[src/rtl/core/dec_pkg.sv]
// ----------------------------------------------------------------------------
// dec_pkg
// Shared types and constants of the four-channel debounced edge counter.
// ----------------------------------------------------------------------------
package dec_pkg;

  // Channels that are built; result fields exist for NCH of them.
  localparam int CHANNELS  = 4;
  localparam int NCH       = 4;

  localparam int DEB_W     = 16;
  localparam int TIME_W    = 32;
  localparam int CNT_W     = 32;
  localparam int CFG_IDX_W = 3;
  localparam int CFG_DAT_W = 16;

  // Configuration register indexes.
  localparam logic [CFG_IDX_W-1:0] REG_DEBOUNCE_CH0    = 3'd0;
  localparam logic [CFG_IDX_W-1:0] REG_DEBOUNCE_CH1    = 3'd1;
  localparam logic [CFG_IDX_W-1:0] REG_DEBOUNCE_CH2    = 3'd2;
  localparam logic [CFG_IDX_W-1:0] REG_DEBOUNCE_CH3    = 3'd3;
  localparam logic [CFG_IDX_W-1:0] REG_LED_STATUS_EN   = 3'd4;

  localparam logic [NCH-1:0] LED_EN_RESET = 4'hF;

  typedef struct packed {
    logic [NCH-1:0]    pin_levels;
    logic [TIME_W-1:0] now_ms;
  } dec_in_t;

  typedef struct packed {
    logic [NCH-1:0]   value_mask;
    logic [NCH-1:0]   led_drive;
    logic [CNT_W-1:0] rising_count_0;
    logic [CNT_W-1:0] rising_count_1;
    logic [CNT_W-1:0] rising_count_2;
    logic [CNT_W-1:0] rising_count_3;
    logic [CNT_W-1:0] falling_count_0;
    logic [CNT_W-1:0] falling_count_1;
    logic [CNT_W-1:0] falling_count_2;
    logic [CNT_W-1:0] falling_count_3;
  } dec_out_t;

  // Per-channel control handed from the top level to a channel slice.
  typedef struct packed {
    logic              update;
    logic              level;
    logic [TIME_W-1:0] now_ms;
    logic [DEB_W-1:0]  debounce;
    logic              led_en;
  } dec_chan_ctl_t;

endpackage

[src/rtl/core/dec_cfg.sv]
// ----------------------------------------------------------------------------
// dec_cfg
// Configuration register file: four debounce windows and the LED mode bits.
// ----------------------------------------------------------------------------
module dec_cfg
  import dec_pkg::*;
(
  input  logic                       clk,
  input  logic                       rst_n,
  input  logic                       cfg_valid,
  output logic                       cfg_ready,
  input  logic [CFG_IDX_W-1:0]       cfg_index,
  input  logic [CFG_DAT_W-1:0]       cfg_data,
  output logic [NCH-1:0][DEB_W-1:0]  debounce,
  output logic [NCH-1:0]             led_en
);

  logic [NCH-1:0][DEB_W-1:0] debounce_r, debounce_nxt;
  logic [NCH-1:0]            led_en_r, led_en_nxt;

  assign cfg_ready = 1'b1;

  always_comb begin
    debounce_nxt = debounce_r;
    led_en_nxt   = led_en_r;
    if (cfg_valid) begin
      unique case (cfg_index)
        REG_DEBOUNCE_CH0:  debounce_nxt[0] = cfg_data[DEB_W-1:0];
        REG_DEBOUNCE_CH1:  debounce_nxt[1] = cfg_data[DEB_W-1:0];
        REG_DEBOUNCE_CH2:  debounce_nxt[2] = cfg_data[DEB_W-1:0];
        REG_DEBOUNCE_CH3:  debounce_nxt[3] = cfg_data[DEB_W-1:0];
        REG_LED_STATUS_EN: led_en_nxt      = cfg_data[NCH-1:0];
        default: ;
      endcase
    end
  end

  always_ff @(posedge clk) begin
    if (!rst_n) begin
      debounce_r <= '0;
      led_en_r   <= LED_EN_RESET;
    end else begin
      debounce_r <= debounce_nxt;
      led_en_r   <= led_en_nxt;
    end
  end

  assign debounce = debounce_r;
  assign led_en   = led_en_r;

endmodule

[src/rtl/core/dec_chan.sv]
// ----------------------------------------------------------------------------
// dec_chan
// One channel: debounce window check, edge counters and status LED state.
// ----------------------------------------------------------------------------
module dec_chan
  import dec_pkg::*;
(
  input  logic              clk,
  input  logic              rst_n,
  input  dec_chan_ctl_t     ctl,
  output logic [CNT_W-1:0]  rise_cnt,
  output logic [CNT_W-1:0]  fall_cnt,
  output logic              led
);

  logic              last_level_r, last_level_nxt;
  logic [TIME_W-1:0] start_r, start_nxt;
  logic [CNT_W-1:0]  rise_r, rise_nxt;
  logic [CNT_W-1:0]  fall_r, fall_nxt;
  logic              led_r, led_nxt;
  logic [TIME_W-1:0] elapsed;
  logic              expired;

  // The elapsed time wraps, so the subtraction is taken modulo 2^32.
  assign elapsed = ctl.now_ms - start_r;
  assign expired = elapsed >= {{(TIME_W-DEB_W){1'b0}}, ctl.debounce};

  always_comb begin
    last_level_nxt = last_level_r;
    start_nxt      = start_r;
    rise_nxt       = rise_r;
    fall_nxt       = fall_r;
    led_nxt        = led_r;
    if (ctl.update) begin
      if (expired) begin
        if (!last_level_r && ctl.level) begin
          rise_nxt = rise_r + 1'b1;
        end else if (last_level_r && !ctl.level) begin
          fall_nxt = fall_r + 1'b1;
        end
        last_level_nxt = ctl.level;
        start_nxt      = ctl.now_ms;
      end
      // The LED follows the live level, not the debounced one.
      if (ctl.led_en) begin
        led_nxt = ~ctl.level;
      end
    end
  end

  always_ff @(posedge clk) begin
    if (!rst_n) begin
      last_level_r <= 1'b0;
      start_r      <= '0;
      rise_r       <= '0;
      fall_r       <= '0;
      led_r        <= 1'b1;
    end else begin
      last_level_r <= last_level_nxt;
      start_r      <= start_nxt;
      rise_r       <= rise_nxt;
      fall_r       <= fall_nxt;
      led_r        <= led_nxt;
    end
  end

  assign rise_cnt = rise_r;
  assign fall_cnt = fall_r;
  assign led      = led_r;

endmodule

[src/rtl/core/debounced_edge_counter_4ch_top.sv]
// ----------------------------------------------------------------------------
// debounced_edge_counter_4ch_top
// Four-channel debounced rising and falling edge counter with status LEDs.
// ----------------------------------------------------------------------------
// Stages: input register, then output stage. One item per cycle while the
// output does not stall; each channel's window check and counter
// update is a single 32-bit subtract, compare and increment.
// Reset: synchronous; counters, levels and window starts clear, LEDs go off,
// debounce windows read 0 and all LEDs are in status mode.
// ----------------------------------------------------------------------------
module debounced_edge_counter_4ch_top
  import dec_pkg::*;
(
  input  logic                 clk,
  input  logic                 rst_n,
  input  logic                 in_valid,
  output logic                 in_stall,
  input  dec_in_t              in_data,
  output logic                 out_valid,
  input  logic                 out_stall,
  output dec_out_t             out_data,
  input  logic                 cfg_valid,
  output logic                 cfg_ready,
  input  logic [CFG_IDX_W-1:0] cfg_index,
  input  logic [CFG_DAT_W-1:0] cfg_data
);

  logic                      s1_valid_r, s1_valid_nxt;
  dec_in_t                   s1_data_r;
  logic                      out_valid_r, out_valid_nxt;
  logic [NCH-1:0]            mask_r, mask_nxt;
  logic                      advance;
  logic                      in_accept;
  logic [NCH-1:0]            level;
  logic [NCH-1:0][DEB_W-1:0] debounce;
  logic [NCH-1:0]            led_en;
  logic [NCH-1:0][CNT_W-1:0] rise_cnt;
  logic [NCH-1:0][CNT_W-1:0] fall_cnt;
  logic [NCH-1:0]            led;

  dec_cfg u_cfg (
    .clk       (clk),
    .rst_n     (rst_n),
    .cfg_valid (cfg_valid),
    .cfg_ready (cfg_ready),
    .cfg_index (cfg_index),
    .cfg_data  (cfg_data),
    .debounce  (debounce),
    .led_en    (led_en)
  );

  // The channel state doubles as the result register: it only moves when
  // an item passes into the output stage, and holds while that stage stalls.
  assign advance   = s1_valid_r && (!out_valid_r || !out_stall);
  assign in_stall  = s1_valid_r && !advance;
  assign in_accept = in_valid && !in_stall;
  assign level     = ~s1_data_r.pin_levels;

  always_comb begin
    s1_valid_nxt = s1_valid_r;
    if (in_accept) begin
      s1_valid_nxt = 1'b1;
    end else if (advance) begin
      s1_valid_nxt = 1'b0;
    end
    out_valid_nxt = out_valid_r && out_stall;
    if (advance) begin
      out_valid_nxt = 1'b1;
    end
  end

  always_ff @(posedge clk) begin
    if (!rst_n) begin
      s1_valid_r  <= 1'b0;
      out_valid_r <= 1'b0;
    end else begin
      s1_valid_r  <= s1_valid_nxt;
      out_valid_r <= out_valid_nxt;
    end
  end

  always_ff @(posedge clk) begin
    if (in_accept) begin
      s1_data_r <= in_data;
    end
    mask_r <= mask_nxt;
  end

  for (genvar g = 0; g < NCH; g++) begin : g_chan
    if (g < CHANNELS) begin : g_on
      dec_chan_ctl_t ctl;

      assign ctl.update   = advance;
      assign ctl.level    = level[g];
      assign ctl.now_ms   = s1_data_r.now_ms;
      assign ctl.debounce = debounce[g];
      assign ctl.led_en   = led_en[g];
      assign mask_nxt[g]  = advance ? level[g] : mask_r[g];

      dec_chan u_chan (
        .clk      (clk),
        .rst_n    (rst_n),
        .ctl      (ctl),
        .rise_cnt (rise_cnt[g]),
        .fall_cnt (fall_cnt[g]),
        .led      (led[g])
      );
    end else begin : g_off
      assign mask_nxt[g] = 1'b0;
      assign rise_cnt[g] = '0;
      assign fall_cnt[g] = '0;
      assign led[g]      = 1'b1;
    end
  end

  assign out_valid                = out_valid_r;
  assign out_data.value_mask      = mask_r;
  assign out_data.led_drive       = led;
  assign out_data.rising_count_0  = rise_cnt[0];
  assign out_data.rising_count_1  = rise_cnt[1];
  assign out_data.rising_count_2  = rise_cnt[2];
  assign out_data.rising_count_3  = rise_cnt[3];
  assign out_data.falling_count_0 = fall_cnt[0];
  assign out_data.falling_count_1 = fall_cnt[1];
  assign out_data.falling_count_2 = fall_cnt[2];
  assign out_data.falling_count_3 = fall_cnt[3];

endmodule

[config.mk]
export PLATFORM = sky130hd
export DESIGN_NAME = debounced_edge_counter_4ch_top
export DESIGN_NICKNAME = d
export VERILOG_FILES = /design/src/rtl/core/dec_pkg.sv /design/src/rtl/core/dec_cfg.sv /design/src/rtl/core/dec_chan.sv /design/src/rtl/core/debounced_edge_counter_4ch_top.sv
export SDC_FILE = /design/constraint.sdc
export NUM_CORES = 1
export LEC_CHECK = 0
export ABC_AREA = 1
export BUFFER_PORTS_ARGS = -buffer_cell sky130_fd_sc_hd__buf_2
export CORE_UTILIZATION = 45
export CTS_CLUSTER_DIAMETER = 150
export DETAILED_ROUTE_END_ITERATION = 12
export MAX_ROUTING_LAYER = met4
export SLEW_MARGIN = 20
export SYNTH_ARGS = -nofsm -noshare
export SYNTH_HDL_FRONTEND = slang
export SYNTH_SLANG_ARGS = --single-unit
[constraint.sdc]
create_clock -name clk -period 4.4 [get_ports clk]
set_clock_uncertainty 0.1 [all_clocks]
set_input_delay 0.88 -clock clk [delete_from_list [all_inputs] [get_ports clk]]
set_output_delay 0.88 -clock clk [all_outputs]
set_load 0.01 [all_outputs]
==> impl_results.md, run 1 <==
* Status: complete, no violations
* Placed cell count at 6855
* Synth Area in Compound Gates at 10.9%
* WL final at 121000 µm
* Simple-gate share of the synthesized area at 34.1%
* Cell Area, Placed at 38400 µm²
* Post-synth cell types at 51
* CP Class: reg2reg
* Syn_nets at 5831
* Routed WL per cell at 17.4 µm
* GPL Wtd Cong at 0.982
* Deepest clock path buffer count at 3
* Total gr overflow at 0
* Maximum vdd drop at 371 µV
* Cells after Synth at 5571
* Setup violators final at 0
* Die height at 282 µm
* Inserted Clock Buffers at 58
* Share of post-route cells with drive strength above 1 at 10.0%
* Post-synth EDFFs at 40
* Leading cell type in the layout, fill and taps excluded: nand2_1
* Hold Buf Count CTS at 0
* Hold EP: g_chan[0].g_on.ctl[35]$_DFFE_PP_
* Post-layout util at 52.5%
* Fin cells at 6999
* Average vias per placed instance at 5.19
* WP data arrival at 4640 ps
* Largest family of logic cells by synthesized area: simple AND/OR/NAND/NOR gates
* Vias in the first global route at 33.6k
* P&R area growth vs syn at 15.1%
* Final critical-path share of the clock period at 96.2%
* CTS tree: done
* First-pass GRT wire length at 188000 µm
* Later-pin clock latency in the skew report at 640 ps
* Slew HR at 15.6%
* Clock transition at path regs at 70 ps
* Period minus WS final at 4230 ps
* Ports at 327
* Depth of the CTS H-tree at 2
* Leading cell types in the layout, fill and taps excluded: nand2_1 (1580), inv_1 (777), a21oi_1 (521)
* R2R depth at 23
* IO buf count at 325
* Initial Utilization at 45.6%
* Worst min path class: in2reg
* Asr flop ratio synth at 0%
* Remaining DRCs at 0
* CP Data Required Time at 4810 ps
* Post-Synth XOR/XNOR Area at 7.28%
* Area of the core at 77600 µm²
* Total chip power at 12.9 mW
* Highest achievable clock rate at 236 MHz
* Mean Syn Cell Area at 6.35 µm²
* MaxCap Viol Count at 0
* Pleak at 18.5 nW
* FF-to-FF End: g_chan[0].g_on.u_chan.start_r[5]$_SDFFE_PN0P_
* Design area at 40700 µm²
* Post-synthesis sequential area ratio at 29.5%
* Worst slew pin tran at 1260 ps
* Initial antenna violation count at 23
* Crit end category: flop
* Via Count at 36.4k
* Post-synth top flop: dfxtp_1
* R2R Setup Slk at 170 ps
* Crit-path max FO at 20
* Drt first pass iters at 6
* Synthesis warning total at 0
* Die ar. at 79800 µm²
* Layout filler cell count at 8143
* Syn Std Cell Area at 35400 µm²
* Clk sinks at 502
* RSZ-0062 raised after global routing: yes
* Final Hold Vio Count at 0
* Final ANT Viol Nets at 0
* Nets at 6151
* CP startpoint kind: flop
* Horiz. Die Dim at 282 µm
* #FFs+latches synth at 502
* Pin count of the biggest net entering global routing at 182
* Detailed router's first-iteration violation count at 2582
* Reg2Reg Launch Point: g_chan[0].g_on.ctl[20]$_DFFE_PP_
* CTS Root Cell: clkbuf_16
* Fin. max-slew vios at 0
* Hold depth at 1
* DPL Wire Length at 93700 µm
* Cell Rows at 102
* Adder-cell share of the synthesized area at 7.16%
* Pwr Density at 318 nW/µm²
* GRT Total Usage at 30.6%
* Hold wc startpoint: in_data[18]
* Mux share of post-synthesis cell area at 0%
-- worst max-delay path by stage --
stage	startpoint	endpoint	slack [ps]	cells past startpoint
after global placement	g_chan[0].g_on.ctl[19]$_DFFE_PP_	g_chan[0].g_on.u_chan.start_r[2]$_SDFFE_PN0P_	60	22
after detailed placement	g_chan[0].g_on.ctl[19]$_DFFE_PP_	g_chan[0].g_on.u_chan.start_r[10]$_SDFFE_PN0P_	-20	22
after floorplan	g_chan[0].g_on.ctl[18]$_DFFE_PP_	g_chan[0].g_on.u_chan.fall_cnt[26]$_SDFFE_PN0P_	900	23
after global routing	g_chan[0].g_on.ctl[23]$_DFFE_PP_	g_chan[0].g_on.u_chan.start_r[9]$_SDFFE_PN0P_	-90	22
after CTS	g_chan[0].g_on.ctl[23]$_DFFE_PP_	g_chan[0].g_on.u_chan.start_r[7]$_SDFFE_PN0P_	90	22
final	g_chan[0].g_on.ctl[20]$_DFFE_PP_	g_chan[0].g_on.u_chan.start_r[5]$_SDFFE_PN0P_	170	23
-- metrics by stage --
| stage | TNS, ps | hold slack (ps) | worst slack [ps] |
|---|---|---|---|
| floorplan | 0 | 328 | 904 |
| global placement | 0 | 342 | 59.9 |
| detailed placement | -65.1 | 350 | -16.1 |
| CTS | 0 | 283 | 91.2 |
| global route | -2590 | 279 | -94.8 |
| finish | 0 | 307 | 166 |
-- logic make-up after synthesis --
kind of cell	Yosys count
AND/OR/NAND/NOR	2848
adder cells (fa/ha/maj)	200
flip-flops	502
XOR/XNOR	294
AO/OA/AOI/OAI	756
buffers and inverters	970
other	1
-- repair_timing --
item,in CTS,in global routing
setup buffers,2,12
setup endpoints to repair,12,260
resized for setup,0,21
pin swaps,0,2
cloned,0,2
-- cells in the mapped netlist (3+ instances only) --
master,n,area (µm²)
clkbuf_1,91,342
xor2_1,224,1960
nand3_1,332,1660
ha_1,196,2450
o21ai_1,31,155
a21oi_1,521,2610
nand2_2,8,50.1
a31oi_1,3,18.8
nor2_2,7,43.8
nand2_4,3,33.8
buf_2,43,215
clkinv_1,3,11.3
nor3_1,140,701
buf_4,12,90.1
nand2_1,1584,5950
and3_1,4,25.0
nor2_1,513,1930
nor3_2,3,30.0
buf_6,18,203
xnor2_1,70,613
nor4_1,52,325
edfxtp_1,40,1200
o311ai_0,4,35.0
nand3b_1,11,82.6
and2_1,15,93.8
o211ai_1,4,30.0
a211oi_1,3,22.5
nand4_1,160,1000
inv_2,6,22.5
fa_1,4,80.1
buf_1,14,52.6
o21ai_0,170,851
o21bai_1,11,82.6
dfxtp_1,462,9250
nor3b_1,7,52.6
inv_1,780,2930
-- per-layer routing --
metal	share of wire (%)	up-vias	track usage (%)
li1	-	18600	-
met1	45	16800	40.3
met2	46	858	48.6
met3	6.4	156	4.78
met4	2.8	0	8.08
met5	0	-	-
-- state kept, by name (all words and copies together) (netlist names) --
| register | cells |
|---|---|
| mask_r | 4 |
| g_chan.g_on.u_chan.led | 4 |
| s1_data_r | 4 |
| s1_valid_r | 1 |
| g_chan.g_on.u_chan.last_level_r | 4 |
| u_cfg.led_en | 4 |
| g_chan.g_on.ctl | 32 |
| u_cfg.debounce | 64 |
| g_chan.g_on.u_chan.fall_cnt | 128 |
| g_chan.g_on.u_chan.rise_cnt | 128 |
| out_valid | 1 |
| g_chan.g_on.u_chan.start_r | 128 |
-- critical path, stage by stage (launching register included) --
cell and delay [ps]:
edfxtp_1 410, buf_12 170, ha_1 400, nand2_1 100, nor2_1 220, nand2_1 80
nand2_1 190, nand2_1 70, nand2_1 140, xor2_1 240, ha_1 290, inv_1 80
nor3_1 50, a211oi_1 220, a21oi_1 140, nor2_1 130, nand3_1 90, nor2_1 200
nand2_4 180, nand2_2 140, inv_1 70, buf_4 210, nor2_1 110, nor2_1 50
-- where the power goes --
part	switching (mW)	internal (mW)	total, mW	leakage, nW
clock	2.16	3.07	5.23	0.996
combinational	1.89	0.985	2.87	13.3
sequential	0.0975	4.74	4.84	4.14
-- area by class of cell --
| cell class | instances | area (µm²) | area share, % |
|---|---|---|---|
| tap | 1040 | 1300 | 3.19 |
| multi-input combinational | 4101 | 21200 | 52.0 |
| clock inverter | 42 | 482 | 1.18 |
| clock buffer | 67 | 1560 | 3.82 |
| sequential | 502 | 10500 | 25.7 |
| inverter | 790 | 2980 | 7.32 |
| antenna | 19 | 47.5 | 0.117 |
| timing repair buffer | 438 | 2740 | 6.73 |
Power figures use the tool's default switching activity.
==> inputs of run 2 (changes only) <==
ABC_AREA = 0   (was 1)
==> run 2 against run 1 <==
Against the previous run:
- the run now ends with setup timing left
- global-route usage shrank 2.1 points
- cell count fell by 20%
- synthesized cell count shrank 28%
- utilization is 7.8 points higher
- critical endpoint is now g_chan[1].g_on.u_chan.fall_cnt[26]$_SDFFE_PN0P_
- highest routed layer unchanged
- sequential power fell by 1%
- critical path depth up 7
- hold slack gained 13 ps
- via count down 12%
==> impl_results.md, run 2 <==
* Setup violators final at 388 (was 0)
* Horiz. Die Dim at 264 µm (was 282 µm)
* Design area at 40800 µm² (was 40700 µm²)
* Hold Buf Count CTS at 0 (unchanged)
* Total gr overflow at 0 (unchanged)
* Status: complete, but fails checks (was complete, no violations)
* Initial Utilization at 45.8% (was 45.6%)
* Crit end category: flop (unchanged)
* Post-layout util at 60.3% (was 52.5%)
* Leading cell type in the layout, fill and taps excluded: nand2_1 (unchanged)
* Post-synth EDFFs at 40 (unchanged)
* Pin count of the biggest net entering global routing at 182 (unchanged)
* WL final at 105000 µm (was 121000 µm)
* First-pass GRT wire length at 157000 µm (was 188000 µm)
* Int Power at 8.91 mW (was 8.79 mW)
* Post-synth cell types at 86 (was 51)
* CTS tree: done (unchanged)
* CP Data Required Time at 4820 ps (was 4810 ps)
* Yosys top cell area share at 29.8% (was 26.1%)
* Cell Area, Placed at 36200 µm² (was 38400 µm²)
* Critical path's largest stage delay at 420 ps (was 410 ps)
* Fin worst setup slack at -942 ps (was 166 ps)
* Initial antenna violation count at 1 (was 23)
* Share of post-route cells with drive strength above 1 at 24.7% (was 10.0%)
* Leading cell types in the layout, fill and taps excluded: nand2_1 (467), dfxtp_1 (462), a21oi_1 (428) (was nand2_1 (1580), inv_1 (777), a21oi_1 (521))
* Maximum vdd drop at 298 µV (was 371 µV)
* Worst min path class: in2reg (unchanged)
* Syn Std Cell Area at 31000 µm² (was 35400 µm²)
* Clk sinks at 502 (unchanged)
* Detailed router's first-iteration violation count at 1879 (was 2582)
* Pwr Density at 310 nW/µm² (was 318 nW/µm²)
* Drt first pass iters at 5 (was 6)
* Failing checks: setup timing
* #FFs+latches synth at 502 (unchanged)
* Average vias per placed instance at 5.75 (was 5.19)
* Inserted Clock Buffers at 56 (was 58)
* Kind of cell adding the most delay to the critical path: compound AO/OA/AOI/OAI gates (was simple AND/OR/NAND/NOR gates)
* DPL Wire Length at 72900 µm (was 93700 µm)
* IO buf count at 325 (unchanged)
* Critical path's slowest cell: fa_2 (was edfxtp_1)
* Sw Ratio at 29.6% (was 32.0%)
* Die ar. at 70000 µm² (was 79800 µm²)
* Vias in the first global route at 28.9k (was 33.6k)
* Die height at 264 µm (was 282 µm)
* Syn_nets at 4266 (was 5831)
* WP data arrival at 5760 ps (was 4640 ps)
* Post-synth top flop: dfxtp_1 (unchanged)
* Period minus WS final at 5340 ps (was 4230 ps)
* Asr flop ratio synth at 0% (unchanged)
* CTS Root Cell: clkbuf_16 (unchanged)
* Mean Syn Cell Area at 7.74 µm² (was 6.35 µm²)
* Pleak at 16.1 nW (was 18.5 nW)
* Deepest clock path buffer count at 3 (unchanged)
* CP bufs+invs at 10 (was 4)
* Cell Rows at 95 (was 102)
* Post-synthesis sequential area ratio at 33.7% (was 29.5%)
* Clock power frac at 38.3% (was 40.4%)
* Slew HR at 30.5% (was 15.6%)
* Final ANT Viol Nets at 0 (unchanged)
* Cell taking the most area after synthesis: dfxtp_1 (unchanged)
* P_sw at 3.74 mW (was 4.14 mW)
* GPL Wtd Cong at 0.984 (was 0.982)
* Synthesis warning total at 0 (unchanged)
* Cells after Synth at 4006 (was 5571)
* Highest achievable clock rate at 187 MHz (was 236 MHz)
* MaxCap Viol Count at 0 (unchanged)
* Later-pin clock latency in the skew report at 630 ps (was 640 ps)
* Via Count at 32.0k (was 36.4k)
* Depth of the CTS H-tree at 2 (unchanged)
* Final Hold Vio Count at 0 (unchanged)
* Largest cells by area after synthesis: dfxtp_1 (30%), a21oi_1 (7.9%), ha_1 (7.9%), nand2_1 (5.7%), o21ai_0 (4.5%) (was dfxtp_1 (26%), nand2_1 (17%), inv_1 (8.3%), a21oi_1 (7.4%), ha_1 (6.9%))
* Routed WL per cell at 18.8 µm (was 17.4 µm)
* CP startpoint kind: flop (unchanged)
* Synth top cells by count: a21oi_1 (492), nand2_1 (473), dfxtp_1 (462), o21ai_0 (279), inv_1 (244) (was nand2_1 (1584), inv_1 (780), a21oi_1 (521), nor2_1 (513), dfxtp_1 (462))
* Fin cells at 5566 (was 6999)
* Reg power frac at 37.9% (was 37.4%)
* Nets at 4910 (was 6151)
* Worst slew pin tran at 1040 ps (was 1260 ps)
* Fin. max-slew vios at 0 (unchanged)
* Area of the core at 67600 µm² (was 77600 µm²)
* Crit-path max FO at 5 (was 20)
* Final critical-path share of the clock period at 121% (was 96.2%)
* GRT Total Usage at 28.5% (was 30.6%)
* CP Class: reg2reg (unchanged)
* Hold Slack at 320 ps (was 307 ps)
* P&R area growth vs syn at 31.6% (was 15.1%)
* RSZ-0062 raised after global routing: yes (unchanged)
* Combinational power share at 23.8% (was 22.2%)
* Clock transition at path regs at 60 ps (was 70 ps)
* Most frequent cell after synthesis: a21oi_1 (was nand2_1)
* Ports at 327 (unchanged)
* Most numerous cell on the critical path: buf_6
* Remaining DRCs at 0 (unchanged)
* Placed cell count at 5377 (was 6855)
## run 2: power by group through the flow
stage / clock network (mW) / registers [mW] / logic [mW]
6_report: 4.85 / 4.79 / 3.01
5_1_grt: 5.14 / 4.81 / 3.28
4_1_cts: 4.96 / 4.79 / 2.79
3_5_place_dp: 0 / 4.89 / 2.62
3_3_place_gp: 0 / 4.89 / 2.61
2_1_floorplan: 0 / 4.87 / 1.62
## run 2: cell families (layout without fill, tap and decap cells)
kind of cell	Yosys count	in the layout	synth area share, %
AOI/OAI and AO/OA	1156	1156	22.2
xor gates and xnor gates	89	89	2.51
adders and majority gates	200	200	8.17
buffers and inverters	466	1152	6.15
DFF	502	502	33.7
muxes	67	67	2.18
other	1	2	0.0121
and+or+nand+nor	1525	1525	25.0
## run 2: per-stage QoR
stage	worst slack (ps)	TNS (ps)	power, mW
2_1_floorplan	-378	-78750	6.50
3_3_place_gp	-1000	-313650	7.50
3_5_place_dp	-996	-323770	7.51
4_1_cts	-848	-245380	12.5
5_1_grt	-1180	-391980	13.2
6_report	-942	-296990	12.7
## run 2: final cells by class
class,instances,area [µm²]
Clock inverter,19,270
Multi-Input combinational cell,3038,20000
Clock buffer,81,1620
Tap cell,873,1090
Sequential cell,502,10500
Antenna cell,1,2.50
Inverter,244,926
Fill cell,6174,26800
Timing Repair Buffer,808,6460
## run 2: routing by layer
layer	up-vias	GRT usage, %	wire, µm	part of all wire, %
met5	-	-	0	0
met4	0	6.90	2830	2.7
met3	152	3.09	5170	4.9
met2	825	46.5	49600	47
met1	15200	37.6	47200	45
li1	15900	-	-	-
## run 2: repair_timing
| action | 4_1_cts | 5_1_grt |
|---|---|---|
| endpoints found under the hold margin | 0 | 0 |
| pin swaps | 41 | 180 |
| gates resized for setup | 96 | 275 |
| cloned | 10 | 33 |
| endpoints found under the setup margin | 388 | 388 |
| buffers inserted | 21 | 32 |
## run 2: final timing paths
kind,endpoint,from,cells after the start,slack (ps)
setup / recovery,g_chan[1].g_on.u_chan.fall_cnt[26]$_SDFFE_PN0P_,g_chan[0].g_on.ctl[17]$_DFFE_PP_,30,-940
hold reg to reg,u_cfg.debounce[35]$_SDFFE_PN0P_,u_cfg.debounce[35]$_SDFFE_PN0P_,2,350
hold / removal,g_chan[0].g_on.ctl[48]$_DFFE_PP_,in_data[31],1,320
setup reg to reg,g_chan[1].g_on.u_chan.fall_cnt[26]$_SDFFE_PN0P_,g_chan[0].g_on.ctl[17]$_DFFE_PP_,30,-940
